--- src/mcs_pkg.sv ---
// ----------------------------------------------------------------------------
// Maximum clique size package
// Shared widths, default parameter values and the sequencer state type for
// the small-graph maximum clique search block.
// ----------------------------------------------------------------------------
package mcs_pkg;

  // Default number of vertices the search hardware supports.
  localparam int MAX_VERTICES = 7;

  // Width of the packed edge-bit field carried by one input item.
  localparam int EDGE_W = 21;

  // Width of the vertex count register.
  localparam int COUNT_W = 3;

  // Width of the clique size result field.
  localparam int SIZE_W = 3;

  // Reset value of the vertex count register.
  localparam logic [COUNT_W-1:0] VERTEX_COUNT_RST = 3'd7;

  // Sequencer states.
  typedef enum logic [0:0] {
    ST_IDLE,
    ST_SCAN
  } state_e;

endpackage

--- src/mcs_edge_if.sv ---
// ----------------------------------------------------------------------------
// Graph input channel
// Valid/ready channel that carries one packed edge-bit vector per item.
// ----------------------------------------------------------------------------
interface mcs_edge_if;
  logic                        valid;
  logic                        ready;
  logic [mcs_pkg::EDGE_W-1:0]  edge_bits;

  modport source (output valid, output edge_bits, input ready);
  modport sink   (input valid, input edge_bits, output ready);
endinterface

--- src/mcs_size_if.sv ---
// ----------------------------------------------------------------------------
// Clique size output channel
// Valid/ready channel that carries one clique size per item.
// ----------------------------------------------------------------------------
interface mcs_size_if;
  logic                        valid;
  logic                        ready;
  logic [mcs_pkg::SIZE_W-1:0]  clique_size;

  modport source (output valid, output clique_size, input ready);
  modport sink   (input valid, input clique_size, output ready);
endinterface

--- src/mcs_cfg_if.sv ---
// ----------------------------------------------------------------------------
// Configuration write channel
// Valid/ready channel that writes the vertex count register.
// ----------------------------------------------------------------------------
interface mcs_cfg_if;
  logic                        valid;
  logic                        ready;
  logic [mcs_pkg::COUNT_W-1:0] vertex_count;

  modport source (output valid, output vertex_count, input ready);
  modport sink   (input valid, input vertex_count, output ready);
endinterface

--- src/mcs_subset_check.sv ---
// ----------------------------------------------------------------------------
// Subset clique checker
// Shared unit that tests one vertex subset per cycle: it flags whether every
// pair of member vertices is joined by an edge and counts the members.
// ----------------------------------------------------------------------------
module mcs_subset_check #(
  parameter int MaxVertices = mcs_pkg::MAX_VERTICES,
  parameter int NumPairs    = MaxVertices * (MaxVertices - 1) / 2,
  parameter int CntW        = $clog2(MaxVertices + 1)
) (
  input  logic [NumPairs-1:0]    edges_i,
  input  logic [MaxVertices-1:0] members_i,
  output logic                   is_clique_o,
  output logic [CntW-1:0]        size_o
);

  logic [NumPairs-1:0] missing;

  // A pair is missing when both vertices are members and the edge is absent.
  for (genvar a = 1; a < MaxVertices; a++) begin : g_hi
    for (genvar b = 0; b < a; b++) begin : g_lo
      localparam int Idx = a * (a - 1) / 2 + b;
      assign missing[Idx] = members_i[a] & members_i[b] & ~edges_i[Idx];
    end
  end

  assign is_clique_o = ~|missing;

  // Population count of the subset.
  always_comb begin
    size_o = '0;
    for (int i = 0; i < MaxVertices; i++) begin
      size_o = size_o + CntW'(members_i[i]);
    end
  end

endmodule

--- src/max_clique_size_small_graph.sv ---
// ----------------------------------------------------------------------------
// Maximum clique size of a small graph
// Operation: an accepted graph is scanned over all 2^n vertex subsets, n
// the vertex count saturated to MaxVertices; the last subset holds until the
// output register is free. No new graph is taken during a scan. The only
// search resource is the subset checker: one subset per cycle bar that hold.
// Reset: asynchronous, active low; vertex count returns to seven, no result.
// ----------------------------------------------------------------------------
module max_clique_size_small_graph #(
  parameter int MaxVertices = mcs_pkg::MAX_VERTICES
) (
  input  logic        clk_i,
  input  logic        rst_ni,
  mcs_cfg_if.sink     cfg_i,
  mcs_edge_if.sink    graph_i,
  mcs_size_if.source  result_o
);

  localparam int NumPairs = MaxVertices * (MaxVertices - 1) / 2;
  localparam int CntW     = $clog2(MaxVertices + 1);

  mcs_pkg::state_e                 state_q, state_d;
  logic [mcs_pkg::COUNT_W-1:0]     vertex_count_q;
  logic [NumPairs-1:0]             edges_q, edges_d;
  logic [MaxVertices-1:0]          members_q, members_d;
  logic [MaxVertices-1:0]          last_q, last_d;
  logic [CntW-1:0]                 best_q, best_d;
  logic                            out_valid_q, out_valid_d;
  logic [mcs_pkg::SIZE_W-1:0]      out_size_q, out_size_d;
  logic [CntW-1:0]                 nv;
  logic                            is_clique;
  logic [CntW-1:0]                 subset_size;
  logic                            graph_acc;

  // Configuration register; writes are always taken.
  assign cfg_i.ready = 1'b1;

  always_ff @(posedge clk_i or negedge rst_ni) begin
    if (!rst_ni) begin
      vertex_count_q <= mcs_pkg::VERTEX_COUNT_RST;
    end else if (cfg_i.valid) begin
      vertex_count_q <= cfg_i.vertex_count;
    end
  end

  // Saturate the vertex count to the supported maximum.
  always_comb begin
    if (int'(vertex_count_q) > MaxVertices) begin
      nv = CntW'(MaxVertices);
    end else begin
      nv = CntW'(vertex_count_q);
    end
  end

  // Last subset of the scan: the low nv bits set.
  for (genvar i = 0; i < MaxVertices; i++) begin : g_last
    assign last_d[i] = (int'(nv) > i);
  end

  // Edge bits past the carried field read as zero.
  for (genvar k = 0; k < NumPairs; k++) begin : g_edge
    if (k < mcs_pkg::EDGE_W) begin : g_in
      assign edges_d[k] = graph_i.edge_bits[k];
    end else begin : g_zero
      assign edges_d[k] = 1'b0;
    end
  end

  // Shared subset checker.
  mcs_subset_check #(
    .MaxVertices (MaxVertices),
    .NumPairs    (NumPairs),
    .CntW        (CntW)
  ) u_check (
    .edges_i     (edges_q),
    .members_i   (members_q),
    .is_clique_o (is_clique),
    .size_o      (subset_size)
  );

  assign graph_i.ready   = (state_q == mcs_pkg::ST_IDLE);
  assign graph_acc       = graph_i.valid && graph_i.ready;
  assign result_o.valid  = out_valid_q;
  assign result_o.clique_size = out_size_q;

  // Sequencer: walk every subset, keep the largest clique, then publish.
  always_comb begin
    state_d     = state_q;
    members_d   = members_q;
    best_d      = best_q;
    out_valid_d = out_valid_q;
    out_size_d  = out_size_q;

    if (result_o.ready) begin
      out_valid_d = 1'b0;
    end

    unique case (state_q)
      mcs_pkg::ST_IDLE: begin
        if (graph_acc) begin
          members_d = '0;
          best_d    = '0;
          state_d   = mcs_pkg::ST_SCAN;
        end
      end
      mcs_pkg::ST_SCAN: begin
        if (is_clique && (subset_size > best_q)) begin
          best_d = subset_size;
        end
        if (members_q == last_q) begin
          // Hold on the last subset until the output register is free.
          if (!out_valid_q || result_o.ready) begin
            out_valid_d = 1'b1;
            out_size_d  = mcs_pkg::SIZE_W'(best_d);
            state_d     = mcs_pkg::ST_IDLE;
          end
        end else begin
          members_d = members_q + MaxVertices'(1);
        end
      end
      default: state_d = mcs_pkg::ST_IDLE;
    endcase
  end

  // Control registers.
  always_ff @(posedge clk_i or negedge rst_ni) begin
    if (!rst_ni) begin
      state_q     <= mcs_pkg::ST_IDLE;
      out_valid_q <= 1'b0;
    end else begin
      state_q     <= state_d;
      out_valid_q <= out_valid_d;
    end
  end

  // Datapath registers.
  always_ff @(posedge clk_i) begin
    members_q  <= members_d;
    best_q     <= best_d;
    out_size_q <= out_size_d;
    if (graph_acc) begin
      edges_q <= edges_d;
      last_q  <= last_d;
    end
  end

  // An accepted graph always starts a scan.
  assert property (@(posedge clk_i) disable iff (!rst_ni)
    graph_acc |=> (state_q == mcs_pkg::ST_SCAN) && (members_q == '0))
    else $error("scan did not start after graph accept");

  // The scan never walks past the last subset.
  assert property (@(posedge clk_i) disable iff (!rst_ni)
    (state_q == mcs_pkg::ST_SCAN) |-> ((members_q & ~last_q) == '0))
    else $error("subset outside the vertex range");

  // The best size only grows during a scan.
  assert property (@(posedge clk_i) disable iff (!rst_ni)
    (state_q == mcs_pkg::ST_SCAN) |=> (best_q >= $past(best_q)))
    else $error("best clique size decreased");

  // A new result appears only at the end of a scan.
  assert property (@(posedge clk_i) disable iff (!rst_ni)
    $rose(out_valid_q) |-> ($past(state_q) == mcs_pkg::ST_SCAN)
                           && (state_q == mcs_pkg::ST_IDLE))
    else $error("result published outside scan end");

endmodule
--- src/flat_wrapper.sv ---
// flat-port wrapper written by rule: the top's interface ports become plain ports
module max_clique_size_small_graph_flat 
#(
  parameter int MaxVertices = mcs_pkg::MAX_VERTICES
)
  (clk_i, rst_ni, cfg_i_valid, cfg_i_vertex_count, cfg_i_ready, graph_i_valid, graph_i_edge_bits, graph_i_ready, result_o_valid, result_o_clique_size, result_o_ready);
  mcs_cfg_if cfg_i_i ();
  mcs_edge_if graph_i_i ();
  mcs_size_if result_o_i ();
  input  logic clk_i;
  input  logic rst_ni;
  input wire logic [$bits(cfg_i_i.valid)-1:0] cfg_i_valid;
  input wire logic [$bits(cfg_i_i.vertex_count)-1:0] cfg_i_vertex_count;
  output wire logic [$bits(cfg_i_i.ready)-1:0] cfg_i_ready;
  input wire logic [$bits(graph_i_i.valid)-1:0] graph_i_valid;
  input wire logic [$bits(graph_i_i.edge_bits)-1:0] graph_i_edge_bits;
  output wire logic [$bits(graph_i_i.ready)-1:0] graph_i_ready;
  output wire logic [$bits(result_o_i.valid)-1:0] result_o_valid;
  output wire logic [$bits(result_o_i.clique_size)-1:0] result_o_clique_size;
  input wire logic [$bits(result_o_i.ready)-1:0] result_o_ready;
  assign cfg_i_i.valid = cfg_i_valid;
  assign cfg_i_i.vertex_count = cfg_i_vertex_count;
  assign cfg_i_ready = cfg_i_i.ready;
  assign graph_i_i.valid = graph_i_valid;
  assign graph_i_i.edge_bits = graph_i_edge_bits;
  assign graph_i_ready = graph_i_i.ready;
  assign result_o_valid = result_o_i.valid;
  assign result_o_clique_size = result_o_i.clique_size;
  assign result_o_i.ready = result_o_ready;
  max_clique_size_small_graph #(.MaxVertices(MaxVertices)) u_core (.clk_i(clk_i), .rst_ni(rst_ni), .cfg_i(cfg_i_i), .graph_i(graph_i_i), .result_o(result_o_i));
endmodule
--- config.mk ---
export PLATFORM = sky130hd
export DESIGN_NAME = max_clique_size_small_graph_flat
export DESIGN_NICKNAME = d
export VERILOG_FILES = /design/src/mcs_pkg.sv /design/src/mcs_edge_if.sv /design/src/mcs_size_if.sv /design/src/mcs_cfg_if.sv /design/src/mcs_subset_check.sv /design/src/max_clique_size_small_graph.sv /design/src/flat_wrapper.sv
export SDC_FILE = /design/constraint.sdc
export NUM_CORES = 1
export LEC_CHECK = 0
export ABC_CLOCK_PERIOD_IN_PS = 9000
export BUFFER_PORTS_ARGS = -buffer_cell sky130_fd_sc_hd__buf_2
export CORE_ASPECT_RATIO = 1.75
export CORE_MARGIN = 2
export CORE_UTILIZATION = 50
export CTS_CLUSTER_DIAMETER = 150
export DETAILED_ROUTE_END_ITERATION = 16
export HOLD_SLACK_MARGIN = 0.02
export PLACE_DENSITY = 0.69
export SYNTH_ARGS = -nofsm -noshare
export SYNTH_HDL_FRONTEND = slang
export SYNTH_SLANG_ARGS = --single-unit
--- constraint.sdc ---
create_clock -name clk_i -period 9 [get_ports clk_i]
set_input_delay 0.9 -clock clk_i [delete_from_list [all_inputs] [get_ports clk_i]]
set_output_delay 0.9 -clock clk_i [all_outputs]
set_load 0.005 [all_outputs]
==> results of run 1 <==
[state kept, by name, summed over array words and instances, names as in the netlist]
register	flops
u_core.edges_q	21
u_core.last_q	7
u_core.members_q	7
u_core.best_q	3
u_core.nv	3
u_core.result_o.clique_size	3
u_core.result_o.valid	1
u_core.state_q	1
[final cells by class]
| class | count | area (sq um) | share of cell area |
|---|---|---|---|
| Multi-Input combinational cell | 84 | 642 | 0.267 |
| Timing Repair Buffer | 34 | 173 | 0.0718 |
| Inverter | 21 | 81.3 | 0.0338 |
| Clock buffer | 5 | 68.8 | 0.0286 |
| Tap cell | 49 | 61.3 | 0.0255 |
| Clock inverter | 3 | 20.0 | 0.00832 |
| Sequential cell | 46 | 1360 | 0.565 |
[critical path, cell delays in order (launching register included)]
cell and delay [ns]:
edfxtp_1 0.54, fa_1 0.58, inv_1 0.06, fa_1 0.52, inv_1 0.06, fa_1 0.41
inv_1 0.07, fa_1 0.45, inv_1 0.10, ha_1 0.15, nor2b_1 0.12, o21ai_0 0.08
a211oi_1 0.43, and4_1 0.42, mux2_4 0.33
[logic make-up after synthesis]
group / synth area share
buffers and inverters: 0.0528
AND/OR/NAND/NOR: 0.0800
other: 0.00178
AO/OA/AOI/OAI: 0.0818
adder cells (fa/ha/maj): 0.0617
XOR/XNOR: 0.0498
multiplexers: 0.0279
flip-flops: 0.644
[cells in the mapped netlist, drive strengths merged (2+ instances only)]
cell    count  area (sq um)
a211oi      3          22.5
a21oi       4          20.0
a41oi       2          17.5
and2        2          12.5
buf         3          26.3
clkinv      2          10.0
dfrtp       2          50.1
dfstp       3          78.8
edfxtp     41          1230
fa          4          80.1
ha          4          50.1
inv        19          71.3
mux2        4          48.8
nand2       4          15.0
nand2b      4          25.0
nand3       4          20.0
nor2        9          33.8
nor2b       2          12.5
nor3        2          10.0
nor4        2          12.5
o21ai       2          10.0
o22ai       6          37.5
o31ai       2          15.0
xnor2       5          43.8
xor2        7          61.3
[power groups by stage]
| stage | Clock [mW] | Combinational (mW) | Sequential, mW |
|---|---|---|---|
| finish | 0.124 | 0.413 | 0.336 |
| global placement | 0 | 0.368 | 0.336 |
| floorplan | 0 | 0.329 | 0.321 |
| detailed placement | 0 | 0.404 | 0.340 |
| global route | 0.134 | 0.456 | 0.341 |
| CTS | 0.127 | 0.407 | 0.335 |
[layer usage]
layer | share of wire | GRT usage | vias up | wire length, um
met3 | 0.045 | 0.0399 | 12 | 170
met5 | 0 | 0 | - | 0
met4 | 0.034 | 0.0962 | 0 | 128
met2 | 0.58 | 0.338 | 50 | 2220
met1 | 0.34 | 0.179 | 628 | 1300
li1 | - | - | 626 | -
[worst paths after layout]
check                                                  to                   from  cells after the start
max                        u_core.result_o.clique_size[0]    u_core.members_q[0]                     14
min                                 u_core.result_o.valid                 rst_ni                      1
max reg2reg                u_core.result_o.clique_size[0]    u_core.members_q[0]                     14
min reg2reg                         u_core.result_o.valid  u_core.result_o.valid                      2
max in group asynchronous                    u_core.nv[1]                 rst_ni                      1
min in group clk_i                  u_core.result_o.valid  u_core.result_o.valid                      2
[through the flow]
step	std cells	power [mW]	instance area, sq um
after global placement	234	0.705	2320
after CTS	242	0.868	2410
final	242	0.873	2410
after detailed placement	234	0.744	2320
after global routing	242	0.930	2410
after floorplan	155	0.649	2110
==> results.md, run 1 <==
- Post-synth top flop: edfxtp_1
- Post-CTS setup buffer count: 0
- P_int: about 0.52 mW
- Residual DRC: 0
- Worst-skew pair later-pin latency: roughly 0.30 ns
- Drt first-iter violations: 47
- Gpl congestion: 0.805
- Worst clock skew: about 0.0087 ns
- Reg2reg setup slack: approximately 4.4 ns
- Area grow syn2layout: 14.0%
- Initial core utilization: 0.513
- Commonest non-fill, non-tap cell in the layout: edfxtp_1
- First-pass iteration count of the detailed router: 4
- Worst setup SP type: flop
- Hold WS: just over 0.4 ns
- Pin slew with the least headroom to its limit: between 0.7 and 0.8 ns
- Full die area: roughly 4800 sq um
- Post-synth EDFFs: just over 40
- Die width: 53.1 um
- Filler Cells Inserted: ~370
- Number of top-level pins: 35
- Synth Register Bits: 46
- Cts hold-fix bufs: 0
- Setup TNS: 0 ns
- Slew margin rel.: 0.495
- Final setup fails: 0
- Total track usage: 0.184
- Post-place setup slack: around 4.5 ns
- Pin count of the biggest net entering global routing: 29
- Final Hold Fails: 0
- Syn_area_per_cell: roughly 14 sq um
- Max VDD drop: roughly 0.23 mV
- Final nets: between 200 and 250
- DR WL/cell: 15.8 um
- Via count: ~1300
- Clock buffer depth: 2
- Layout cell share with drive strength beyond 1: 0.285
- Initial antenna violation count: 0
- Syn nets: 192
- Switching share of power: 0.401
- Yosys Warn Count: 0
- P_leak: between 0.9 and 1 nW
- Grt total ovfl: 0
- Ys async rst share: 0.109
- PortBufs: 33
- Final core occ: 0.585
- Final WL: roughly 3800 um
- Arr. time, crit path: 4.61 ns
- Rows: 31
- Sequential share of the synthesized area: 0.644
- Crit path max fanout: 8
- DP Wirelength: ~3000 um
- Unrepaired setup endpoints after global routing: no
- Final ANT Viol Nets: 0
- CP Capture Type: flop
- Psw: 0.350 mW
- Worst Path Required: 9.05 ns
- Maxcap violations: 0
- Sequential power share: 0.385
- Syn Std Cell Area: around 2100 sq um
- Hold Path Class: in -> async
- # diodes: 0
- Number of global-route vias before repair: approximately 1400
- Cells after Synth: 155
- Clk slew on worst S/H paths: around 0.090 ns
- Tmin final: between 4 and 5 ns
- Clock network power share: 0.142
- Root Buffer: clkbuf_8
- Tcrit/Tclk final: 0.507
- Most frequent cells in the layout: 41 x edfxtp_1, 33 x buf_2, 16 x inv_1
- Status: finished clean
- Global-route wire length before repair: ~6300 um
- Core area: roughly 4100 sq um
- CTS buffer count: 5
- Synth cell types: slightly above 40
- Comb pwr share: 0.473
- Fin worst setup slack: around 4.4 ns
- Vias per cell: roughly 5.4
- Clk sinks: 46
- PD cells: roughly 360 nW/um^2
- Setup Crit Path Kind: reg -> reg
- Die height: between 80 and 90 um
- Max Freq: 219 MHz
- Pins Over Slew Limit: 0
- H-tree lvl count: 2
- CTS tree: yes
- CTS resizes: 0
Power figures use the tool's default switching activity.
==> run 2: changes to the inputs <==
--- a/config.mk
+++ b/config.mk
@@ -5,7 +5,7 @@
 export SDC_FILE = /design/constraint.sdc
 export NUM_CORES = 1
 export LEC_CHECK = 0
-export ABC_CLOCK_PERIOD_IN_PS = 9000
+export ABC_CLOCK_PERIOD_IN_PS = 4100
 export BUFFER_PORTS_ARGS = -buffer_cell sky130_fd_sc_hd__buf_2
 export CORE_ASPECT_RATIO = 1.75
 export CORE_MARGIN = 2
@@ -13,7 +13,7 @@
 export CTS_CLUSTER_DIAMETER = 150
 export DETAILED_ROUTE_END_ITERATION = 16
 export HOLD_SLACK_MARGIN = 0.02
-export PLACE_DENSITY = 0.69
+export PLACE_DENSITY = 0.72
 export SYNTH_ARGS = -nofsm -noshare
 export SYNTH_HDL_FRONTEND = slang
 export SYNTH_SLANG_ARGS = --single-unit
==> constraint.sdc (replaced) <==
create_clock -name clk_i -period 4.1 [get_ports clk_i]
set_input_delay 0.41 -clock clk_i [delete_from_list [all_inputs] [get_ports clk_i]]
set_output_delay 0.41 -clock clk_i [all_outputs]
set_load 0.005 [all_outputs]
==> run 2 against run 1 <==
  * Maximum frequency rose by 14%
  * Largest power group unchanged
  * Power rose to 2.5 times the previous value
  * Global-route usage rose by 0.62 points
  * Sequential cell count did not move
  * Largest cell class unchanged
  * Critical path type unchanged
  * Combinational power rose to 3.0 times the previous value
  * Highest routed layer unchanged
==> results.md, run 2 (synthesis results as in run 1) <==
- Status: finished clean
- Full die area: 4780 sq um
- # diodes: 0
- DP Wirelength: ~3100 um
- P_leak: between 0.9 and 1 nW
- Global-route wire length before repair: ~6500 um
- Non-filler cells, final: between 200 and 300
- Arr. time, crit path: just over 4 ns
- Slew margin rel.: 0.539
- Core area: slightly above 4000 sq um
- Tcrit/Tclk final: 0.976
- Drt first-iter violations: 32
- Top Layer Used: met4
- Area grow syn2layout: 19.0%
- DR WL/cell: 15.8 um
- Pin slew with the least headroom to its limit: 0.691 ns
- Final ANT Viol Nets: 0
- Worst-path cell chain: fa_1, inv_1, fa_1, inv_1, fa_2, inv_2, fa_2, inv_2, ha_4, nor2b_1, o21ai_1, a211oi_2, and4_4, mux2_4
- Buffer and inverter count on the worst path: 4
- Commonest non-fill, non-tap cell in the layout: edfxtp_1
- H-tree lvl count: 2
- Critical-path top delay cell: fa_1
- Hold Path Class: in -> reg
- Worst Path Required: 4.15 ns
- Met2 Wirelength: around 2300 um
- Filler Cells Inserted: between 300 and 400
- Setup Crit Path Kind: reg -> reg
- Die width: between 50 and 60 um
- Final nets: 237
- Final WL: 3950 um
- Largest reg by FF count: u_core.edges_q
- Tmin final: ~4 ns
- Initial core utilization: 0.513
- Maxcap violations: 0
- Final core occ: 0.611
- Max VDD drop: approximately 0.6 mV
- First-pass iteration count of the detailed router: 4
- Total power: between 2 and 2.5 mW
- Clk sinks: 46
- Grt total ovfl: 0
- Clk slew on worst S/H paths: 0.09 ns
- DR WL met3: about 170 um
- Via count: 1392
- Clock buffer depth: 2
- CP max stage delay: 0.55 ns
- Most frequent cells in the layout: 41 x edfxtp_1, 33 x buf_2, 14 x inv_1
- Max FFs per register: 21
- Number of global-route vias before repair: roughly 1500
- PD cells: a little under 900 nW/um^2
- Worst path top cell family by delay: adder cells
- Metal-1 WL: ~1300 um
- Largest regs: u_core.edges_q: 21 flops, u_core.last_q: 7 flops, u_core.members_q: 7 flops
- Multi-input logic area: about 700 sq um
- Die height: about 90 um
- Number of top-level pins: 35
- PortBufs: 33
- Worst clock skew: 0.00802 ns
- Worst-skew pair later-pin latency: 0.29 ns
- Vias per cell: approximately 5.6
- Gpl congestion: slightly below 0.9
- Rows: 31
- Storage cell area: 1360 sq um
- Final Hold Fails: 0
- Pin count of the biggest net entering global routing: 29
- Max Freq: ~250 MHz
- Worst setup SP type: flop
- Hold WS: 0.284 ns
- Final setup fails: 0
- CTS tree: yes
- Residual DRC: 0
- Crit path max fanout: 3
- Root Buffer: clkbuf_8
- Initial antenna violation count: 0
- Placed cell count: 238
- Layout cell share with drive strength beyond 1: 0.353
- CTS buffer count: 5
- Pins Over Slew Limit: 0
- Total track usage: 0.191
- CP Capture Type: flop
[run 2: changes by cell type in the layout (fill, tap and decap cells not counted), sizes merged]
cell and delta:
buf +7, clkinv +1, dlygate4sd3 +1, inv -1
[run 2: metrics by stage]
step	instance area [sq um]	worst slack (ns)	TNS, ns
4_1_cts	2460	-0.0117	-0.0117
3_3_place_gp	2350	0.148	0
2_1_floorplan	2110	0.0381	0
5_1_grt	2510	-0.00134	-0.00134
3_5_place_dp	2350	-0.0714	-0.172
6_report	2510	0.0987	0
[run 2: cell type report]
class,instances,area share
timing repair buffer,42,0.0952
inverter,21,0.0324
tap,49,0.0244
sequential,46,0.542
clock buffer,5,0.0274
clock inverter,3,0.00648
multi-input combinational,84,0.273
[run 2: path summary, 6_finish.rpt]
| kind | startpoint | endpoint | slack (ns) | cells past startpoint |
|---|---|---|---|---|
| max | u_core.members_q[1] | u_core.result_o.clique_size[0] | 0.1 | 14 |
| min | graph_i_edge_bits[0] | u_core.edges_q[0] | 0.28 | 1 |
| max reg2reg | u_core.members_q[1] | u_core.result_o.clique_size[0] | 0.1 | 14 |
| min reg2reg | u_core.result_o.valid | u_core.result_o.valid | 0.57 | 2 |
| max in group asynchronous | rst_ni | u_core.nv[2] | 3.42 | 2 |
| min in group asynchronous | rst_ni | u_core.result_o.valid | 0.46 | 2 |
[run 2: power breakdown]
part | internal, mW | switching [mW]
Sequential | 0.631 | 0.0827
Combinational | 0.588 | 0.646
Clock | 0.117 | 0.143
[run 2: metal layers]
layer	global-route usage	vias up
met5	0	-
met1	0.171	685
met4	0.113	0
met3	0.0548	16
li1	-	641
met2	0.346	50
[run 2: worst register-to-register path: stages, from the launching register on]
cell	delay, ns
edfxtp_1	0.42
fa_1	0.55
inv_1	0.05
fa_1	0.54
inv_1	0.06
fa_2	0.33
inv_2	0.06
fa_2	0.44
inv_2	0.08
ha_4	0.12
nor2b_1	0.12
o21ai_1	0.10
a211oi_2	0.30
and4_4	0.28
mux2_4	0.30
[run 2: what timing repair did]
item	in CTS	in global routing
buffers inserted	1	2
pin swaps	0	5
setup endpoints to repair	3	6
endpoints found under the hold margin	2	0
gates cloned	0	0
gates resized for setup	3	8
hold buffers	1	0
